<file path="config.mk">
export PLATFORM = sky130hd
export DESIGN_NAME = bit_pattern_finder
export DESIGN_NICKNAME = d
export VERILOG_FILES = /design/src/design/bpf_pkg.sv /design/src/design/bpf_cfg_regs.sv /design/src/design/bpf_in_reg.sv /design/src/design/bpf_core.sv /design/src/design/bpf_out_reg.sv /design/src/design/bit_pattern_finder.sv
export SDC_FILE = /design/constraint.sdc
export NUM_CORES = 1
export LEC_CHECK = 0
export ABC_CLOCK_PERIOD_IN_PS = 10800
export BUFFER_PORTS_ARGS = -buffer_cell sky130_fd_sc_hd__buf_2
export CAP_MARGIN = 10
export CELL_PAD_IN_SITES_DETAIL_PLACEMENT = 0
export CELL_PAD_IN_SITES_GLOBAL_PLACEMENT = 1
export CORE_MARGIN = 4
export CORE_UTILIZATION = 49
export CTS_BUF_LIST = sky130_fd_sc_hd__clkbuf_8
export DETAILED_ROUTE_END_ITERATION = 6
export GPL_TIMING_DRIVEN = 0
export PLACE_DENSITY_LB_ADDON = 0.15
export SLEW_MARGIN = 10
export SYNTH_ARGS = -nofsm -noshare
export SYNTH_HDL_FRONTEND = slang
export SYNTH_SLANG_ARGS = --single-unit
</file>
<file path="constraint.sdc">
create_clock -name clk_i -period 10.8 [get_ports clk_i]
set_input_delay 2.16 -clock clk_i [delete_from_list [all_inputs] [get_ports clk_i]]
set_output_delay 2.16 -clock clk_i [all_outputs]
set_load 0.005 [all_outputs]
</file>
<file path="src/design/bpf_pkg.sv">
// ----------------------------------------------------------------------------
// bpf_pkg
// shared constants, register codes and transfer types of the bit pattern finder
// ----------------------------------------------------------------------------
package bpf_pkg;

  localparam int unsigned MaxPatternBits = 64;
  localparam int unsigned PositionBits   = 32;
  localparam int unsigned CfgDataW       = 64;
  localparam int unsigned CfgIdxW        = 2;
  localparam int unsigned LenRegW        = 7;
  localparam int unsigned LenRegReset    = 8;
  localparam int unsigned FieldW         = 32;
  localparam int unsigned TdataInW       = 8;
  localparam int unsigned TdataOutW      = 2 * FieldW;

  typedef enum logic [CfgIdxW-1:0] {
    CfgPatternBits   = 2'd0,
    CfgPatternLength = 2'd1
  } cfg_reg_e;

  typedef struct packed {
    logic restart;
    logic data_bit;
  } item_t;

  typedef struct packed {
    logic [FieldW-1:0] match_delta;
    logic [FieldW-1:0] match_start;
  } result_t;

endpackage

</file>
<file path="src/design/bpf_cfg_regs.sv">
// ----------------------------------------------------------------------------
// bpf_cfg_regs
// pattern and pattern length registers, with the length clamped to 1..max
// ----------------------------------------------------------------------------
module bpf_cfg_regs #(
  parameter int unsigned MAX_PATTERN_BITS = bpf_pkg::MaxPatternBits,
  localparam int unsigned LenW = $clog2(MAX_PATTERN_BITS + 1)
) (
  input  logic                                 clk_i,
  input  logic                                 rst_ni,
  input  logic                                 cfg_we_i,
  input  logic [bpf_pkg::CfgIdxW-1:0]          cfg_idx_i,
  input  logic [bpf_pkg::CfgDataW-1:0]         cfg_data_i,
  output logic [MAX_PATTERN_BITS-1:0]          pattern_o,
  output logic [LenW-1:0]                      len_o
);

  logic [MAX_PATTERN_BITS-1:0] pattern_q, pattern_d;
  logic [bpf_pkg::LenRegW-1:0] length_q, length_d;

  always_comb begin
    pattern_d = pattern_q;
    length_d  = length_q;
    if (cfg_we_i) begin
      case (bpf_pkg::cfg_reg_e'(cfg_idx_i))
        bpf_pkg::CfgPatternBits: begin
          pattern_d = cfg_data_i[MAX_PATTERN_BITS-1:0];
        end
        bpf_pkg::CfgPatternLength: begin
          length_d = cfg_data_i[bpf_pkg::LenRegW-1:0];
        end
        default: begin
        end
      endcase
    end
  end

  always_ff @(posedge clk_i or negedge rst_ni) begin
    if (!rst_ni) begin
      pattern_q <= '0;
      length_q  <= bpf_pkg::LenRegW'(bpf_pkg::LenRegReset);
    end else begin
      pattern_q <= pattern_d;
      length_q  <= length_d;
    end
  end

  // zero acts as one, anything above the window acts as the full window
  always_comb begin
    if (length_q == '0) begin
      len_o = LenW'(1);
    end else if (32'(length_q) > MAX_PATTERN_BITS) begin
      len_o = LenW'(MAX_PATTERN_BITS);
    end else begin
      len_o = LenW'(length_q);
    end
  end

  assign pattern_o = pattern_q;

endmodule

</file>
<file path="src/design/bpf_in_reg.sv">
// ----------------------------------------------------------------------------
// bpf_in_reg
// input register stage holding one stream bit and its restart flag
// ----------------------------------------------------------------------------
module bpf_in_reg (
  input  logic                          clk_i,
  input  logic                          rst_ni,
  input  logic                          s_axis_tvalid,
  output logic                          s_axis_tready,
  input  logic [bpf_pkg::TdataInW-1:0]  s_axis_tdata,
  input  logic                          s_axis_tuser,
  input  logic                          advance_i,
  output logic                          valid_o,
  output bpf_pkg::item_t                item_o
);

  logic           valid_q, valid_d;
  bpf_pkg::item_t item_q;
  logic           accept;

  assign s_axis_tready = !valid_q || advance_i;
  assign accept        = s_axis_tvalid && s_axis_tready;

  always_comb begin
    if (accept) begin
      valid_d = 1'b1;
    end else if (advance_i) begin
      valid_d = 1'b0;
    end else begin
      valid_d = valid_q;
    end
  end

  always_ff @(posedge clk_i or negedge rst_ni) begin
    if (!rst_ni) begin
      valid_q <= 1'b0;
    end else begin
      valid_q <= valid_d;
    end
  end

  always_ff @(posedge clk_i) begin
    if (accept) begin
      item_q.data_bit <= s_axis_tdata[0];
      item_q.restart  <= s_axis_tuser;
    end
  end

  assign valid_o = valid_q;
  assign item_o  = item_q;

endmodule

</file>
<file path="src/design/bpf_core.sv">
// ----------------------------------------------------------------------------
// bpf_core
// bit window, match counters and the parallel window compare
// ----------------------------------------------------------------------------
module bpf_core #(
  parameter int unsigned MAX_PATTERN_BITS = bpf_pkg::MaxPatternBits,
  parameter int unsigned POSITION_BITS    = bpf_pkg::PositionBits,
  localparam int unsigned LenW  = $clog2(MAX_PATTERN_BITS + 1),
  localparam int unsigned DiffW = (POSITION_BITS > bpf_pkg::FieldW) ?
                                  POSITION_BITS : bpf_pkg::FieldW
) (
  input  logic                        clk_i,
  input  logic                        rst_ni,
  input  logic                        valid_i,
  input  logic                        advance_i,
  input  bpf_pkg::item_t              item_i,
  input  logic [MAX_PATTERN_BITS-1:0] pattern_i,
  input  logic [LenW-1:0]             len_i,
  output logic                        hit_o,
  output bpf_pkg::result_t            result_o
);

  logic [MAX_PATTERN_BITS-1:0] window_q, window_d;
  logic [LenW-1:0]             count_q, count_d;
  logic [POSITION_BITS-1:0]    pos_q, pos_d;
  logic [POSITION_BITS-1:0]    prev_q, prev_d;

  logic [MAX_PATTERN_BITS-1:0] eff_window, window_n, seen, want, len_mask;
  logic [LenW-1:0]             eff_count, count_n, shamt;
  logic [POSITION_BITS-1:0]    eff_pos, eff_prev, start;
  logic [DiffW-1:0]            diff;
  logic                        hit;

  always_comb begin
    // restart clears history before the bit is taken
    eff_window = item_i.restart ? '0 : window_q;
    eff_count  = item_i.restart ? '0 : count_q;
    eff_pos    = item_i.restart ? '0 : pos_q;
    eff_prev   = item_i.restart ? '0 : prev_q;

    window_n                     = eff_window >> 1;
    window_n[MAX_PATTERN_BITS-1] = item_i.data_bit;

    count_n = (eff_count != LenW'(MAX_PATTERN_BITS)) ? eff_count + LenW'(1) : eff_count;

    // newest len bits end up at the bottom, zero filled above
    shamt    = LenW'(MAX_PATTERN_BITS) - len_i;
    seen     = window_n >> shamt;
    len_mask = {MAX_PATTERN_BITS{1'b1}} >> shamt;
    want     = pattern_i & len_mask;
    hit      = (count_n >= len_i) && (seen == want);

    start = eff_pos - POSITION_BITS'(len_i) + POSITION_BITS'(1);
    diff  = DiffW'(start) - DiffW'(eff_prev);

    window_d = window_q;
    count_d  = count_q;
    pos_d    = pos_q;
    prev_d   = prev_q;
    if (advance_i) begin
      window_d = window_n;
      count_d  = hit ? '0 : count_n;
      pos_d    = (eff_pos != '1) ? eff_pos + POSITION_BITS'(1) : eff_pos;
      prev_d   = hit ? start : eff_prev;
    end
  end

  always_ff @(posedge clk_i or negedge rst_ni) begin
    if (!rst_ni) begin
      window_q <= '0;
      count_q  <= '0;
      pos_q    <= '0;
      prev_q   <= '0;
    end else begin
      window_q <= window_d;
      count_q  <= count_d;
      pos_q    <= pos_d;
      prev_q   <= prev_d;
    end
  end

  assign hit_o                = valid_i && hit;
  assign result_o.match_start = bpf_pkg::FieldW'(start);
  assign result_o.match_delta = diff[bpf_pkg::FieldW-1:0];

endmodule

</file>
<file path="src/design/bpf_out_reg.sv">
// ----------------------------------------------------------------------------
// bpf_out_reg
// result register toward the master side of the stream
// ----------------------------------------------------------------------------
module bpf_out_reg (
  input  logic                           clk_i,
  input  logic                           rst_ni,
  input  logic                           load_i,
  input  bpf_pkg::result_t               result_i,
  output logic                           free_o,
  output logic                           m_axis_tvalid,
  input  logic                           m_axis_tready,
  output logic [bpf_pkg::TdataOutW-1:0]  m_axis_tdata
);

  logic             valid_q, valid_d;
  bpf_pkg::result_t data_q;

  assign free_o = !valid_q || m_axis_tready;

  always_comb begin
    if (load_i) begin
      valid_d = 1'b1;
    end else if (m_axis_tready) begin
      valid_d = 1'b0;
    end else begin
      valid_d = valid_q;
    end
  end

  always_ff @(posedge clk_i or negedge rst_ni) begin
    if (!rst_ni) begin
      valid_q <= 1'b0;
    end else begin
      valid_q <= valid_d;
    end
  end

  always_ff @(posedge clk_i) begin
    if (load_i) begin
      data_q <= result_i;
    end
  end

  assign m_axis_tvalid = valid_q;
  assign m_axis_tdata  = data_q;

endmodule

</file>
<file path="src/design/bit_pattern_finder.sv">
// ----------------------------------------------------------------------------
// bit_pattern_finder
// searches a serial bit stream for a configured pattern, non-overlapping hits
// ----------------------------------------------------------------------------
// path: a hit passes the input and result registers to m_axis_tvalid_o
// throughput: one bit per cycle; input register, window compare, result register
// a result left waiting on the master side holds the next bit, hit or not
// reset: window, counters and previous start cleared, pattern zero, length eight
// ----------------------------------------------------------------------------
module bit_pattern_finder #(
  parameter int unsigned MAX_PATTERN_BITS = bpf_pkg::MaxPatternBits,
  parameter int unsigned POSITION_BITS    = bpf_pkg::PositionBits
) (
  input  logic                          clk_i,
  input  logic                          rst_ni,
  // tdata: [0] data_bit, zero padded to a byte
  input  logic                          s_axis_tvalid_i,
  output logic                          s_axis_tready_o,
  input  logic [bpf_pkg::TdataInW-1:0]  s_axis_tdata_i,
  // tuser: [0] restart
  input  logic                          s_axis_tuser_i,
  // tdata: [31:0] match_start, [63:32] match_delta
  output logic                          m_axis_tvalid_o,
  input  logic                          m_axis_tready_i,
  output logic [bpf_pkg::TdataOutW-1:0] m_axis_tdata_o,
  input  logic                          cfg_we_i,
  input  logic [bpf_pkg::CfgIdxW-1:0]   cfg_idx_i,
  input  logic [bpf_pkg::CfgDataW-1:0]  cfg_data_i
);

  localparam int unsigned LenW = $clog2(MAX_PATTERN_BITS + 1);

  logic [MAX_PATTERN_BITS-1:0] pattern;
  logic [LenW-1:0]             len;
  logic                        in_valid;
  bpf_pkg::item_t              item;
  logic                        out_free;
  logic                        advance;
  logic                        hit;
  bpf_pkg::result_t            result;

  assign advance = in_valid && out_free;

  bpf_cfg_regs #(
    .MAX_PATTERN_BITS(MAX_PATTERN_BITS)
  ) u_cfg (
    .clk_i     (clk_i),
    .rst_ni    (rst_ni),
    .cfg_we_i  (cfg_we_i),
    .cfg_idx_i (cfg_idx_i),
    .cfg_data_i(cfg_data_i),
    .pattern_o (pattern),
    .len_o     (len)
  );

  bpf_in_reg u_in (
    .clk_i        (clk_i),
    .rst_ni       (rst_ni),
    .s_axis_tvalid(s_axis_tvalid_i),
    .s_axis_tready(s_axis_tready_o),
    .s_axis_tdata (s_axis_tdata_i),
    .s_axis_tuser (s_axis_tuser_i),
    .advance_i    (advance),
    .valid_o      (in_valid),
    .item_o       (item)
  );

  bpf_core #(
    .MAX_PATTERN_BITS(MAX_PATTERN_BITS),
    .POSITION_BITS   (POSITION_BITS)
  ) u_core (
    .clk_i    (clk_i),
    .rst_ni   (rst_ni),
    .valid_i  (in_valid),
    .advance_i(advance),
    .item_i   (item),
    .pattern_i(pattern),
    .len_i    (len),
    .hit_o    (hit),
    .result_o (result)
  );

  bpf_out_reg u_out (
    .clk_i        (clk_i),
    .rst_ni       (rst_ni),
    .load_i       (advance && hit),
    .result_i     (result),
    .free_o       (out_free),
    .m_axis_tvalid(m_axis_tvalid_o),
    .m_axis_tready(m_axis_tready_i),
    .m_axis_tdata (m_axis_tdata_o)
  );

  // a result only shows up after a hit was taken into the result register
  assert property (@(posedge clk_i) disable iff (!rst_ni)
    $rose(m_axis_tvalid_o) |-> $past(advance && hit))
  else $error("result valid without a preceding hit");

  // a taken hit is presented on the next cycle
  assert property (@(posedge clk_i) disable iff (!rst_ni)
    advance && hit |=> m_axis_tvalid_o)
  else $error("hit lost before the result register");

  // a hit on the first bit after restart can only start at position zero
  assert property (@(posedge clk_i) disable iff (!rst_ni)
    advance && hit && item.restart |-> result.match_start == '0 && result.match_delta == '0)
  else $error("restart hit with nonzero start");

endmodule
</file>
==> impl_metrics.yaml, run 1 <==
critical_path:
  max_stage_delay_ns: 0.76
  arrival_ns: 11.13
  cp_slowest_cell: "a32oi_1"
  ff2ff_setup_slack_ns: -0.02
  crit_start: "u_cfg.length_q[0]"
  required_ns: 11.11
  reg2reg_from: "u_cfg.length_q[0]"
  critPathKind: "reg2reg"
  end_kind: "flop"
  crit_path_start_kind: "flop"
  worstSetupEndpoint: "u_out.m_axis_tdata[0]"
  crit_top_cell: "buf_2"
  r2r-end: "u_out.m_axis_tdata[0]"
  reg2regPathDepth: 27
  worstPathMaxFanout: 73
route:
  ant_nets: 0
  postRouteWirelength_um: 100300
  routedWlPerCell_um: 30.10
  vias: 22630
  routed_via_density: 6.792
  drtPass1Iterations: 7
  drtIter0Drc: 2910
  drc: 3
yosys:
  async_reset_ff_share_pct: 75.82
  yosysMostFrequentCell: "nand2_1"
  syn_area_per_cell_sq_um: 8.863
  synth_area_sq_mm: 0.02219
  syn_inst: 2503
  yosys.area.top_type: "dfrtp_1"
  yosys.area.top_type_share_pct: 23.24
  synth_flop_cell: "dfrtp_1"
  synth-seq-cells: 273
  yosys-top-cells-area: "dfrtp_1 (23%), edfxtp_1 (8.9%), nand2_1 (6.2%)"
  synth.net_count: 2691
  yosys-top-cells-count: "nand2_1 (366), dfrtp_1 (206), nor2_1 (183)"
  netlist-cell-type-count: 96
  yosysSeqAreaShare_pct: 32.29
  yosysWarnings: 0
  synth_edf_count: 66
sta:
  setup_ws_ns: -0.02171
  fin_crit_sh_pct: 100.2
  setup_violations: 30
  clock.fmax_ghz: 0.09241
  skew_ns: 0.03820
  relSlewSlack_pct: 9.903
  period_needed_ns: 10.82
  worst_pin_slew_ns: 1.314
  finalHoldViolations: 0
  rsz0062_at_grt: "no"
  report.final.slew_viol_count: 0
placement:
  place_inst: 3238
  portBuffers: 138
  place_area_sq_mm: 0.02369
  hpwl_um: 76770
  gp_congestion: 1.086
  pre_cts_slack_ns: -0.6548
cts:
  htreeDepth: 2
  path_clk_slew_ns: 0.06
  clkLatencyLatePin_ns: 0.67
  cts_tree: "done"
  root_buffer: "clkbuf_8"
  cts.sinks: 273
  cts_hold_buffers: 0
  cts_buffer_depth: 3
  cts_made_buffers: 48
finish:
  nets: 2885
  stdcell_count: 3332
  area_growth_pct: 12.00
  drive_above_1_share_pct: 15.35
  final_area_sq_mm: 0.02485
grt:
  grt_usage_pct: 40.34
  grt_pass1_wl_um: 145000
  overflow: 0
  grt_pass1_vias: 22282
  grt_busiest_layer: "met2"
  met3_usage_pct: 10.71
  grt_max_degree: 107
  met2_usage_pct: 62.57
  antenna_found_initial: 4
  met1_usage_pct: 49.24
power:
  irDropWorstVdd_mv: 0.2128
  p_per_area_mw_per_mm2: 216.4
  power_leakage_uw: 0.01026
min_path:
  min_from: "u_core.window_q[1]"
  hold_path_class: "reg2reg"
floorplanning:
  pin_count: 146
  die_h_um: 220.8
  die-area_sq_mm: 0.04874
  rows: 77
  die_width_um: 220.8
  core-area_sq_mm: 0.04451
  start_util_pct: 49.84
run_status:
  violations: "design-rule violations, negative setup slack"
  status: "finished, violations left"
run:
  cap_violations: 0
## area by class of cell
class	instances	area, sq um
inverters	67	251.5
plain buffers	162	705.7
well taps	592	740.7
diodes	4	10.01
clock inverters	38	375.4
clock buffers	51	701.9
flip-flops and latches	273	7163
fillers	4007	19660
repair buffers	146	775.7
multi-input cells	1999	14120
## report_power, final
group	leakage [uW]	total [uW]	switching, uW	internal, uW
Combinational	0.00639	2870	1910	958
Clock	0.000596	1100	487	613
Sequential	0.00327	1400	141	1260
Total	0.0103	5380	2540	2830
## state kept, by name (all words and copies together), names as in the netlist
name	flops
u_cfg.length_q	7
u_cfg.pattern_o	64
u_core.count_q	7
u_core.pos_q	32
u_core.prev_q	32
u_core.window_q	63
u_in.item_o	2
u_in.valid_o	1
u_out.m_axis_tdata	64
u_out.m_axis_tvalid	1
## cell usage in the layout, fill, tap and decap left out, types with 10 or more instances in the layout
| master | netlist | routed |
|---|---|---|
| mux2i_1 | 100 | 99 |
| nor3_1 | 49 | 49 |
| a2bb2oi_1 | 12 | 11 |
| nor2b_1 | 33 | 33 |
| and2_1 | 31 | 31 |
| buf_2 | 20 | 158 |
| a221oi_1 | 20 | 20 |
| a21oi_1 | 102 | 102 |
| a31oi_1 | 21 | 21 |
| clkbuf_1 | 111 | 104 |
| nand4_1 | 17 | 17 |
| o31ai_1 | 14 | 14 |
| nor2_1 | 183 | 183 |
| edfxtp_1 | 66 | 66 |
| a21o_1 | 17 | 17 |
| clkbuf_8 | 0 | 51 |
| and3_1 | 25 | 25 |
| nand2_1 | 366 | 366 |
| o21a_1 | 10 | 10 |
| a22oi_1 | 18 | 17 |
| nand2b_1 | 19 | 19 |
| nor4_1 | 12 | 12 |
| xnor2_1 | 90 | 90 |
| inv_1 | 63 | 76 |
| nand3_1 | 55 | 55 |
| xor2_1 | 62 | 62 |
| mux4_2 | 28 | 28 |
| ha_1 | 106 | 106 |
| mux2_2 | 101 | 101 |
| a221o_1 | 33 | 33 |
| o211ai_1 | 43 | 43 |
| o21ai_0 | 146 | 146 |
| a211oi_1 | 35 | 35 |
| dfrtp_1 | 206 | 206 |
| o22ai_1 | 29 | 29 |
| o221ai_1 | 13 | 13 |
| buf_1 | 24 | 21 |
## per-stage QoR
step | hold slack [ns] | utilization, % | setup TNS, ns | total power, uW
after CTS | 0.4919 | 55.65 | 0 | 5256
after global placement | 0.4631 | 53.06 | -82.54 | 4101
after global routing | 0.5221 | 55.80 | 0 | 5587
after floorplan | 0.4448 | - | 0 | 3154
after detailed placement | 0.4793 | 53.23 | -45.72 | 4145
final | 0.4868 | 55.82 | -0.3861 | 5377
## what timing repair did
item | 4_1_cts | 5_1_grt
pin swaps | 0 | 3
endpoints found under the setup margin | 73 | 99
endpoints found under the hold margin | 0 | 0
buffers inserted | 0 | 2
gates resized for setup | 1 | 25
## kinds of logic (layout without fill, tap and decap cells)
| logic type | after synthesis | in the layout | synth area share (%) |
|---|---|---|---|
| buffers and inverters | 231 | 464 | 4.213 |
| AND/OR/NAND/NOR | 846 | 846 | 17.51 |
| adder cells (fa/ha/maj) | 108 | 108 | 6.159 |
| AO/OA/AOI/OAI | 661 | 661 | 21.08 |
| XOR/XNOR | 154 | 154 | 6.204 |
| other | 0 | 4 | 0 |
| multiplexers | 230 | 230 | 12.55 |
| flip-flops | 273 | 273 | 32.29 |
## worst max-delay path, delay by kind of cell, from the launching register on
family	cells	cell delay, ns
compound gates	5	2.26
fa+ha+maj	1	0.39
flops	1	0.35
xor+xnor	1	0.23
simple gates	5	1.26
buf+inv	15	5.84
## routing by layer
metal	wire [um]	vias up
met5	0	-
met4	8204	0
met3	10050	425
met2	44320	1438
met1	37710	11079
li1	-	9688
## worst min-delay path by stage
stage | cells past startpoint | slack (ns) | end
2_1_floorplan | 2 | 0.44 | u_core.window_q[1]
3_3_place_gp | 2 | 0.46 | u_core.window_q[1]
3_5_place_dp | 2 | 0.48 | u_core.window_q[1]
4_1_cts | 2 | 0.49 | u_core.window_q[1]
5_1_grt | 2 | 0.52 | u_core.window_q[1]
6_report | 2 | 0.49 | u_core.window_q[1]
(Power assumes the default switching activity.)
==> run 2, diff against run 1 <==
- ABC_CLOCK_PERIOD_IN_PS: 10800 -> 9900
- CORE_UTILIZATION: 49 -> 44
- TNS_END_PERCENT: default -> 50
- clock period: 10.8 -> 9.9 ns (I/O delays scaled with it)
==> run 2 against run 1 <==
  * Global-route usage is 2.8 points lower
  * Sequential share of layout area is 0.20 points lower
  * Critical path type unchanged
  * Register-to-register slack better by 0.02 ns
  * Via count is 1.1% lower
  * The run still ends with design-rule violations, negative setup slack left
==> impl_metrics.yaml, run 2 (synthesis gave the netlist of run 1 again) <==
floorplanning:
  die-area_sq_mm: 0.05408
  die_width_um: 232.5
  rows: 82
  core-area_sq_mm: 0.04997
  die_h_um: 232.5
  pin_count: 146
  start_util_pct: 44.40
run_status:
  violations: "design-rule violations, negative setup slack"
  status: "finished, violations left"
placement:
  place_area_sq_mm: 0.02379
  pre_cts_slack_ns: -1.667
  place_inst: 3318
  portBuffers: 138
  gp_congestion: 1.041
  hpwl_um: 79690
finish:
  nets: 2891
  mostFrequentLayoutCells: "nand2_1 (366), dfrtp_1 (206), nor2_1 (183)"
  mostFrequentLayoutCell: "nand2_1"
  area_growth_pct: 12.79
  antenna-diode-count: 0
  stdcell_count: 3414
  drive_above_1_share_pct: 16.30
  final_area_sq_mm: 0.02502
route:
  routedWlPerCell_um: 30.43
  drtIter0Drc: 2426
  routed_via_density: 6.557
  postRouteWirelength_um: 103900
  ant_nets: 0
  drtPass1Iterations: 7
  vias: 22386
  drc: 4
cts:
  cts_tree: "done"
  root_buffer: "clkbuf_8"
  cts_made_buffers: 51
  cts.sinks: 273
  clkLatencyLatePin_ns: 0.68
  htreeDepth: 2
  path_clk_slew_ns: 0.06
  cts_buffer_depth: 3
  cts_hold_buffers: 0
critical_path:
  end_kind: "flop"
  crit_path_start_kind: "flop"
  critPathTopFamily: "buffers and inverters"
  arrival_ns: 10.20
  critPathKind: "reg2reg"
  max_stage_delay_ns: 0.65
  required_ns: 10.20
  cp_slowest_cell: "buf_1"
  worstPathMaxFanout: 73
  crit_buf_inv: 14
grt:
  overflow: 0
  grt_max_degree: 108
  grt_pass1_vias: 21762
  met3_usage_pct: 7.505
  met2_usage_pct: 59.79
  grt_pass1_wl_um: 149000
  grt_busiest_layer: "met2"
  antenna_found_initial: 2
  met1_usage_pct: 47.10
  grt_usage_pct: 37.50
sta:
  clock.fmax_ghz: 0.1010
  rsz0062_at_grt: "no"
  finalHoldViolations: 0
  report.final.slew_viol_count: 0
  fin_crit_sh_pct: 100.0
  setup_violations: 7
  skew_ns: 0.04378
  relSlewSlack_pct: 12.12
  period_needed_ns: 9.905
  worst_pin_slew_ns: 1.313
  setup_ws_ns: -0.004682
power:
  irDropWorstVdd_mv: 0.2265
  p_per_area_mw_per_mm2: 234.3
  power_leakage_uw: 0.01034
run:
  cap_violations: 0
min_path:
  hold_path_class: "reg2reg"
-- run 2: power by group --
group	internal (uW)	switching [uW]	total [uW]
Sequential	1380	161	1540
Clock	636	524	1160
Combinational	1060	2110	3160
Total	3070	2790	5860
-- run 2: tightest hold or removal path, cell delays in order, from the launching register on --
cell and delay [ns]:
dfrtp_1 0.34, nand2_1 0.05, o221ai_1 0.06
-- run 2: timing repair --
action,CTS,global route
buffers inserted,6,0
pin swaps,4,0
endpoints found under the setup margin,112,108
resized for setup,21,26
-- run 2: final timing paths --
| check | start | end | slack, ns | cells after the start |
|---|---|---|---|---|
| min in group asynchronous | rst_ni | u_core.window_q[49] | 1.33 | 1 |
| setup reg to reg | u_cfg.length_q[2] | u_out.m_axis_tdata[0] | -0.005 | 26 |
| max in group asynchronous | rst_ni | u_core.pos_q[31] | 7.50 | 2 |
| hold / removal | u_core.prev_q[18] | u_core.prev_q[18] | 0.49 | 2 |
| setup / recovery | u_cfg.length_q[2] | u_out.m_axis_tdata[0] | -0.005 | 26 |
| hold reg to reg | u_core.prev_q[18] | u_core.prev_q[18] | 0.49 | 2 |
-- run 2: final cells by class --
cell class / instances / area, sq um
plain buffers: 162 / 743.2
clock buffers: 64 / 880.8
clock inverters: 28 / 186.4
fillers: 4854 / 24940
inverters: 67 / 251.5
multi-input cells: 1999 / 14160
flip-flops and latches: 273 / 7163
well taps: 672 / 840.8
repair buffers: 149 / 798.3
-- run 2: per-layer routing --
metal | up-vias | share of wire [%] | wire, um
li1 | 9701 | - | -
met1 | 11086 | 39 | 40700
met2 | 1233 | 45 | 46720
met3 | 366 | 8.5 | 8851
met4 | 0 | 7.3 | 7594
met5 | - | 0 | 0
-- run 2: through the flow --
stage	power (uW)	hold WS [ns]	setup TNS (ns)	util, %
3_3_place_gp	4536	0.4696	-170.37	47.47
4_1_cts	5770	0.4876	0	49.95
3_5_place_dp	4566	0.4736	-146.35	47.61
2_1_floorplan	3440	0.4448	0	-
6_report	5862	0.4871	-0.02496	50.08
5_1_grt	6106	0.5296	0	50.08
